### config.mk
export PLATFORM = sky130hd
export DESIGN_NAME = spi_master_shift_engine
export DESIGN_NICKNAME = d
export VERILOG_FILES = /design/src/hw/rtl/sms_pkg.sv /design/src/hw/rtl/spi_master_shift_engine.sv
export SDC_FILE = /design/constraint.sdc
export NUM_CORES = 1
export LEC_CHECK = 0
export BUFFER_PORTS_ARGS = -buffer_cell sky130_fd_sc_hd__clkbuf_2
export CAP_MARGIN = 25
export CELL_PAD_IN_SITES_DETAIL_PLACEMENT = 1
export CELL_PAD_IN_SITES_GLOBAL_PLACEMENT = 1
export CORE_UTILIZATION = 49
export DETAILED_ROUTE_END_ITERATION = 6
export GPL_ROUTABILITY_DRIVEN = 0
export PLACE_DENSITY_LB_ADDON = 0.05
export SLEW_MARGIN = 20
export SYNTH_ARGS = -nofsm -noshare
export SYNTH_HDL_FRONTEND = slang
export SYNTH_SLANG_ARGS = --single-unit
### constraint.sdc
create_clock -name clk -period 7.75 [get_ports clk]
set_input_delay 1.55 -clock clk [delete_from_list [all_inputs] [get_ports clk]]
set_output_delay 1.55 -clock clk [all_outputs]
set_load 0.05 [all_outputs]
### src/hw/rtl/sms_pkg.sv
`default_nettype none

package sms_pkg;

	localparam int unsigned DATA_BITS  = 8;
	localparam int unsigned EDGE_BITS  = $clog2(2 * DATA_BITS);
	localparam int unsigned PRE_BITS   = 7;
	localparam int unsigned CFG_IDX_W  = 3;
	localparam int unsigned CFG_DATA_W = 3;

	typedef logic [DATA_BITS-1:0] data_t;
	typedef logic [EDGE_BITS-1:0] edge_cnt_t;
	typedef logic [PRE_BITS-1:0]  pre_cnt_t;

	typedef enum logic [1:0] {
		MODE_TICK  = 2'd0,
		MODE_WRITE = 2'd1,
		MODE_READ  = 2'd2
	} mode_t;

	typedef enum logic [CFG_IDX_W-1:0] {
		CFG_ENABLE      = 3'd0,
		CFG_LSB_FIRST   = 3'd1,
		CFG_CLOCK_MODE  = 3'd2,
		CFG_RATE_SELECT = 3'd3,
		CFG_IRQ_ENABLE  = 3'd4
	} cfg_idx_t;

	localparam logic [2:0] RATE_RESET = 3'd3;

	localparam edge_cnt_t EDGE_LAST = edge_cnt_t'(2 * DATA_BITS - 1);

	// Half period of SCK in accepted tick requests for the two low rate bits.
	localparam pre_cnt_t HALF_BASE [4] = '{7'd2, 7'd8, 7'd32, 7'd64};

	function automatic data_t shift_in(input data_t sr, input logic bit_in,
	                                   input logic lsb_first);
		if (lsb_first) begin
			return {bit_in, sr[DATA_BITS-1:1]};
		end
		return {sr[DATA_BITS-2:0], bit_in};
	endfunction

endpackage

`default_nettype wire

### src/hw/rtl/spi_master_shift_engine.sv
// Channel   Handshake                Payload
// input     in_valid / in_stall      mode, write_data, miso
// output    out_valid / out_stall    sck, mosi, read_data, transfer_done,
//                                    busy_res, interrupt_request
// config    cfg_write_enable         cfg_index, cfg_write_data
//
// Each accepted request is processed and its result appears in the result register
// on the following cycle, so one request is taken every cycle while in_stall is low.
// The engine state and the result register are loaded at the same clock edge.
// in_stall is raised only while the result register holds an untaken result
// and out_stall is high. Reset clears the engine state and returns the
// configuration to its reset values.
`default_nettype none

module spi_master_shift_engine (
	input  wire                                 clk,
	input  wire                                 arst_n,
	input  wire                                 in_valid,
	output logic                                in_stall,
	input  wire  [1:0]                          mode,
	input  wire  [sms_pkg::DATA_BITS-1:0]       write_data,
	input  wire                                 miso,
	output logic                                out_valid,
	input  wire                                 out_stall,
	output logic                                sck,
	output logic                                mosi,
	output logic [sms_pkg::DATA_BITS-1:0]       read_data,
	output logic                                transfer_done,
	output logic                                busy_res,
	output logic                                interrupt_request,
	input  wire                                 cfg_write_enable,
	input  wire  [sms_pkg::CFG_IDX_W-1:0]       cfg_index,
	input  wire  [sms_pkg::CFG_DATA_W-1:0]      cfg_write_data
);
	import sms_pkg::*;

	logic       enable_q;
	logic       lsb_first_q;
	logic [1:0] clock_mode_q;
	logic [2:0] rate_select_q;
	logic       irq_enable_q;

	data_t     shift_q,    shift_n;
	edge_cnt_t edge_q,     edge_n;
	pre_cnt_t  prescale_q, prescale_n;
	logic      clock_level_q, clock_level_n;
	data_t     received_q, received_n;
	logic      done_q,     done_n;
	logic      active_q,   active_n;
	logic      sampled_q,  sampled_n;

	logic                accept;
	pre_cnt_t            half_period;
	logic [PRE_BITS:0]   prescale_inc;
	logic                edge_due;
	logic                leading;
	logic                last_edge;
	logic                sck_n;
	logic                mosi_n;

	assign in_stall = out_valid & out_stall;
	assign accept   = in_valid & ~in_stall;

	always_ff @(posedge clk or negedge arst_n) begin
		if (!arst_n) begin
			enable_q      <= 1'b0;
			lsb_first_q   <= 1'b0;
			clock_mode_q  <= 2'd0;
			rate_select_q <= RATE_RESET;
			irq_enable_q  <= 1'b0;
		end else if (cfg_write_enable) begin
			unique case (cfg_idx_t'(cfg_index))
				CFG_ENABLE:      enable_q      <= cfg_write_data[0];
				CFG_LSB_FIRST:   lsb_first_q   <= cfg_write_data[0];
				CFG_CLOCK_MODE:  clock_mode_q  <= cfg_write_data[1:0];
				CFG_RATE_SELECT: rate_select_q <= cfg_write_data[2:0];
				CFG_IRQ_ENABLE:  irq_enable_q  <= cfg_write_data[0];
				default: ;
			endcase
		end
	end

	always_comb begin
		half_period = HALF_BASE[rate_select_q[1:0]];
		if (rate_select_q[2]) begin
			half_period = half_period >> 1;
		end
		prescale_inc = {1'b0, prescale_q} + {{PRE_BITS{1'b0}}, 1'b1};
		edge_due     = prescale_inc >= {1'b0, half_period};
		leading      = ~edge_q[0];
		last_edge    = edge_q == EDGE_LAST;
	end

	always_comb begin
		shift_n       = shift_q;
		edge_n        = edge_q;
		prescale_n    = prescale_q;
		clock_level_n = clock_level_q;
		received_n    = received_q;
		done_n        = done_q;
		active_n      = active_q;
		sampled_n     = sampled_q;

		unique case (mode_t'(mode))
			MODE_TICK: begin
				if (active_q && !enable_q) begin
					active_n      = 1'b0;
					edge_n        = '0;
					prescale_n    = '0;
					clock_level_n = clock_mode_q[1];
				end else if (active_q) begin
					if (edge_due) begin
						prescale_n    = '0;
						clock_level_n = ~clock_level_q;
						if (!clock_mode_q[0]) begin
							if (leading) begin
								sampled_n = miso;
							end else begin
								shift_n = shift_in(shift_q, sampled_q, lsb_first_q);
							end
						end else begin
							if (leading) begin
								if (edge_q != '0) begin
									shift_n = shift_in(shift_q, sampled_q, lsb_first_q);
								end
							end else begin
								sampled_n = miso;
								if (last_edge) begin
									shift_n = shift_in(shift_q, miso, lsb_first_q);
								end
							end
						end
						edge_n = edge_q + edge_cnt_t'(1);
						if (last_edge) begin
							received_n    = shift_n;
							done_n        = 1'b1;
							active_n      = 1'b0;
							edge_n        = '0;
							clock_level_n = clock_mode_q[1];
						end
					end else begin
						prescale_n = prescale_inc[PRE_BITS-1:0];
					end
				end
			end
			MODE_WRITE: begin
				if (enable_q && !active_q) begin
					shift_n       = write_data;
					active_n      = 1'b1;
					edge_n        = '0;
					prescale_n    = '0;
					clock_level_n = clock_mode_q[1];
				end
			end
			MODE_READ: begin
				done_n = 1'b0;
			end
			default: ;
		endcase

		sck_n  = active_n ? clock_level_n : clock_mode_q[1];
		mosi_n = active_n & (lsb_first_q ? shift_n[0] : shift_n[DATA_BITS-1]);
	end

	always_ff @(posedge clk or negedge arst_n) begin
		if (!arst_n) begin
			shift_q       <= '0;
			edge_q        <= '0;
			prescale_q    <= '0;
			clock_level_q <= 1'b0;
			received_q    <= '0;
			done_q        <= 1'b0;
			active_q      <= 1'b0;
			sampled_q     <= 1'b0;
		end else if (accept) begin
			shift_q       <= shift_n;
			edge_q        <= edge_n;
			prescale_q    <= prescale_n;
			clock_level_q <= clock_level_n;
			received_q    <= received_n;
			done_q        <= done_n;
			active_q      <= active_n;
			sampled_q     <= sampled_n;
		end
	end

	always_ff @(posedge clk or negedge arst_n) begin
		if (!arst_n) begin
			out_valid <= 1'b0;
		end else if (accept) begin
			out_valid <= 1'b1;
		end else if (!out_stall) begin
			out_valid <= 1'b0;
		end
	end

	always_ff @(posedge clk) begin
		if (accept) begin
			sck               <= sck_n;
			mosi              <= mosi_n;
			read_data         <= received_n;
			transfer_done     <= done_n;
			busy_res          <= active_n;
			interrupt_request <= done_n & irq_enable_q;
		end
	end

endmodule

`default_nettype wire

After elaboration in Yosys (flattened, before gate mapping)

Cells that the tools add are included.

Flip-flop bits (word level): 53
Output and inout port bits: 15
Word-level logic and storage cells: 146

$add $sub $neg: 2
$lt $le $gt $ge: 2
Equality and inequality tests: 16
Multiplexer cells: 80
Bitwise operators: 8
Reductions and logical operators: 17

Operators by type and width:

| operator                                                        | count |
|---|---|
| 8-bit two-way mux                                               | 19 |
| 7-bit two-way mux                                               | 7 |
| 1-bit two-way mux                                               | 42 |
| 4-bit two-way mux                                               | 5 |
| 8-bit case mux with 2 select lines                              | 1 |
| 7-bit binary-select mux with 2-bit select                       | 1 |
| 7-bit case mux with 2 select lines                              | 1 |
| 2-bit != test, second input constant                            | 5 |
| 2-bit AND reduction                                             | 5 |
| 7-bit by 1-bit adder with 8-bit output, second input constant   | 1 |
| 8-bit by 7-bit greater-or-equal comparator with 1-bit output    | 1 |
| 4-bit case mux with 2 select lines                              | 1 |
| 7-bit AND reduction                                             | 1 |
| 3-bit by 2-bit == test with 1-bit output, second input constant | 2 |
| 3-bit != test, second input constant                            | 2 |
| 1-bit case mux with 2 select lines                              | 3 |
| 6-bit AND reduction                                             | 1 |
| 5-bit AND reduction                                             | 1 |
| 4-bit by 1-bit adder with 4-bit output, second input constant   | 1 |
| 1-bit AND                                                       | 4 |
| 4-bit == test, second input constant                            | 1 |
| 2-bit by 1-bit != test with 1-bit output, second input constant | 2 |
| 4-bit AND reduction                                             | 1 |
| 4-bit nonzero test                                              | 1 |
| 12 further kinds                                                | 16 |

Depth between registers and ports, before layout

Depth in word-level cells: 20
Depth in mapped cells: 11
Depth with buffers taken out: 10

Least setup slack after synthesis

OpenSTA, ideal clock, no wires.

Kind: input to output
Start point: input port out_stall
End point: output port in_stall
Arrival: 1.956 ns
Data required time: 6.200 ns
Slack: 4.244 ns
Stages on the path: 2
Path buffers: 0
Cell sequence: nand2_1 > inv_1

Longest elaborated chain between the ends: 1

RTL lines:

| item        | line                          | text |
|---|---|---|
| from (decl) | spi_master_shift_engine.sv:24 | `input wire out_stall,` |
| 1-bit AND   | spi_master_shift_engine.sv:61 | `assign in_stall = out_valid & out_stall;` |
| to (decl)   | spi_master_shift_engine.sv:19 | `output logic in_stall,` |

Every way passes these cells.

Final worst setup path

Ends and elaborated chain as after synthesis.

==> impl_metrics.csv <==
group,metric,value,unit
outcome,outcome,"complete, no violations",
sta,fin_crit_sh,0.460,
critical_path,start_kind,"input port",
critical_path,max_stage_delay,260,ps
sta,tns,0,ps
pwr,leakage,1.58,nW
cells_and_area,area_delta_synth_final,11.9,%
clock_network,cts_hold_buffers,0,
critical_path,crit_arrival,2020,ps
floorplan,die_w,82.3,um
drt,drtPass1Iterations,4,
critical_path,cp_slowest_cell,"clkbuf_2",
synth,yosysWarnings,0,
clock_network,cts_tree,"done",
synth,ys_ff_latch,53,
pwr,finalPower,850,uW
floorplan,core,6060,um2
synth,synth_top_family_by_area,"compound AO/OA/AOI/OAI gates",
clock_network,cts-buffers-inserted,5,
sta,slew_viol_final,0,
placed_design,dpl.cell_count,408,
critical_path,path_class,"in2out",
cells_and_area,fin_area,3530,um2
critical_path,end_kind,"output port",
pwr,peakVddDrop,0.133,mV
placed_design,portBuffers,36,
critical_path,path_max_fanout,3,
floorplan,rows,28,
critical_path,cp.depth,4,
synth,synth_flop_cell,"dfrtp_1",
synth,syn-num-nets,338,
clock_network,cts_setup_buffers,0,
floorplan,start_util,0.521,
synth,synthArstFlopShare,0.755,
global_route,antenna_found_initial,0,
clock_network,clockBufferDepth,2,
cells_and_area,nFillCells,668,
drt,route.detailed.drc,0,
critical_path,timing.rr.start,"prescale_q[0]$_DFFE_PN0P_",
synth,synthMuxAreaShare,0.147,
cells_and_area,fin_cells,418,
critical_path,worstPathCellList,"clkbuf_2, nand2_1, inv_1, clkbuf_2",
sta,finalCriticalPeriod,3570,ps
critical_path,worst-path-buf-inv,3,
cells_and_area,n_antenna_cell,0,
drt,drt-total-wl,7.60,mm
clock_network,cts_sinks,53,
job,drv_cap,0,
global_route,grt_pass1_vias,2445,
critical_path,reg2reg_setup_slack,4680,ps
worst_hold_path,hold_class,"reg2reg",
synth,yosysUniqueCellTypes,55,
sta,final-hold-violation-count,0,
critical_path,crit_start,"out_stall",
drt,wire_per_inst,18.2,um
synth,netlist_area,3160,um2
pwr,powerDensity,241,nW/um2
placed_design,place_area,3390,um2
sta,slew_headroom,0.543,
global_route,track_usage,0.247,
drt,drt-initial-drc-count,117,
critical_path,r2r_cells,10,
clock_network,cts_max_level,2,
synth,synth-xor-area-share,0.0194,
synth,yosys.area_share.simple,0.157,
critical_path,cpMostUsedCell,"clkbuf_2",
floorplan,dieHeight,82.3,um
sta,worstMarginPinSlew,681,ps
synth,synth.largest_area_cell,"dfrtp_1",
synth,synthCells,306,
sta,rsz0062_at_grt,"false",
sta,finClkSkew,8.41,ps
cells_and_area,num-nets-final,374,
synth,syn_avg_cell_area,10.3,um2
synth,synthTopCellsByArea,"dfrtp_1 (30%), edfxtp_1 (12%), mux2_2 (9.6%), mux2i_1 (5.1%), nand2_1 (4.9%)",
synth,synth_fa_ha_area_frac,0.0397,
synth,synth-compound-area-share,0.159,
clock_network,ctsResizeCount,0,
synth,yosys.area.top_type_share,0.301,
synth,seq_area_frac_synth,0.442,
global_route,grt_pass1_wl,12.4,mm
placed_design,dp_hpwl,5.65,mm
sta,setup_viol,0,
floorplan,die_area,6770,um2
drt,ant_nets,0,
cells_and_area,fin_util,0.583,
global_route,grt_max_degree,41,
floorplan,ios,37,
synth,synth_edf_count,13,
clock_network,path_clk_slew,100,ps
global_route,overflow,0,
critical_path,worstSetupEndpoint,"in_stall",
clock_network,clk_latency,310,ps
cells_and_area,drive_gt1_frac,0.245,
clock_network,clockRootBuffer,"clkbuf_8",
drt,dr_total_vias,2478,
critical_path,critPathTopFamily,"buffers and inverters",
critical_path,r2r-end,"received_q[7]$_DFFE_PN0P_",
critical_path,cp.required,6200,ps
sta,max_freq,280,MHz
drt,vias_per_cell,5.93,
[worst min path at each step]
stage,slack [ps],cells past startpoint,to,startpoint
global route,530,1,received_q[0]$_DFFE_PN0P_,received_q[0]$_DFFE_PN0P_
CTS,520,1,received_q[0]$_DFFE_PN0P_,received_q[0]$_DFFE_PN0P_
global placement,480,1,received_q[0]$_DFFE_PN0P_,received_q[0]$_DFFE_PN0P_
finish,520,1,received_q[0]$_DFFE_PN0P_,received_q[0]$_DFFE_PN0P_
floorplan,470,1,irq_enable_q$_DFFE_PN0P_,irq_enable_q$_DFFE_PN0P_
detailed placement,500,1,received_q[0]$_DFFE_PN0P_,received_q[0]$_DFFE_PN0P_
[layout make-up]
class	count	area (um2)	area share
timing repair buffer	38	215	0.0609
multi-input combinational	226	1650	0.467
sequential	53	1390	0.395
clock buffer	5	68.8	0.0195
clock inverter	3	41.3	0.0117
tap	75	93.8	0.0266
inverter	18	67.6	0.0191
[kinds of logic (layout without fill, tap and decap cells)]
kind of cell | count (synthesis) | count (layout)
adders and majority gates | 10 | 10
AOI/OAI and AO/OA | 74 | 74
and+or+nand+nor | 92 | 92
muxes | 43 | 43
DFF | 53 | 53
buffers and inverters | 27 | 64
xor gates and xnor gates | 7 | 7
[power breakdown]
group | leakage (nW) | switching, mW | internal [mW]
sequential | 0.596 | 0.0509 | 0.323
clock | 0.0518 | 0.0914 | 0.0952
combinational | 0.935 | 0.167 | 0.122
[cells in the mapped netlist, types with 3 or more instances]
| master | instances |
|---|---|
| nand2_1 | 41 |
| nor2_1 | 7 |
| mux2_2 | 27 |
| edfxtp_1 | 13 |
| nand3_1 | 10 |
| a21oi_1 | 8 |
| xor2_1 | 3 |
| a22o_1 | 6 |
| ha_1 | 10 |
| mux2i_1 | 16 |
| nand3b_1 | 5 |
| inv_1 | 17 |
| o21bai_1 | 3 |
| nor3_4 | 3 |
| xnor2_1 | 4 |
| o211ai_1 | 5 |
| nand2b_1 | 4 |
| clkbuf_1 | 5 |
| o21ai_0 | 28 |
| dfrtp_1 | 38 |
| and2_1 | 4 |
| nor2b_1 | 4 |
[stage by stage]
stage / worst slack (ps) / hold slack (ps)
3_3_place_gp: 4190 / 484
6_report: 4180 / 523
4_1_cts: 4180 / 522
5_1_grt: 4130 / 535
3_5_place_dp: 4180 / 502
2_1_floorplan: 4240 / 470
[layout by cell type, fill, tap and decap left out, drive strengths merged, types with 3 or more instances in the layout]
cell type	count
nand3	10
nor3	6
o211ai	5
o21bai	3
mux2i	16
and2	4
nor2	7
inv	17
a22o	6
ha	10
mux2	27
nand2	42
xnor2	4
clkbuf	41
nand3b	5
edfxtp	13
nor2b	4
xor2	3
o311ai	3
dfrtp	38
nand2b	5
a21oi	9
o21ai	30
[registers in the layout (all words and copies together) (netlist names), 2 cells and up]
register       flops
edge_q             4
rate_select_q      3
shift_q            8
clock_mode_q       2
read_data          8
received_q         8
prescale_q         7
[per-layer routing]
| metal | wire [um] | track usage |
|---|---|---|
| met5 | 0 | 0 |
| met4 | 112 | 0.0772 |
| met3 | 310 | 0.0385 |
| met2 | 3470 | 0.374 |
| met1 | 3700 | 0.361 |
(Power assumes the default switching activity.)
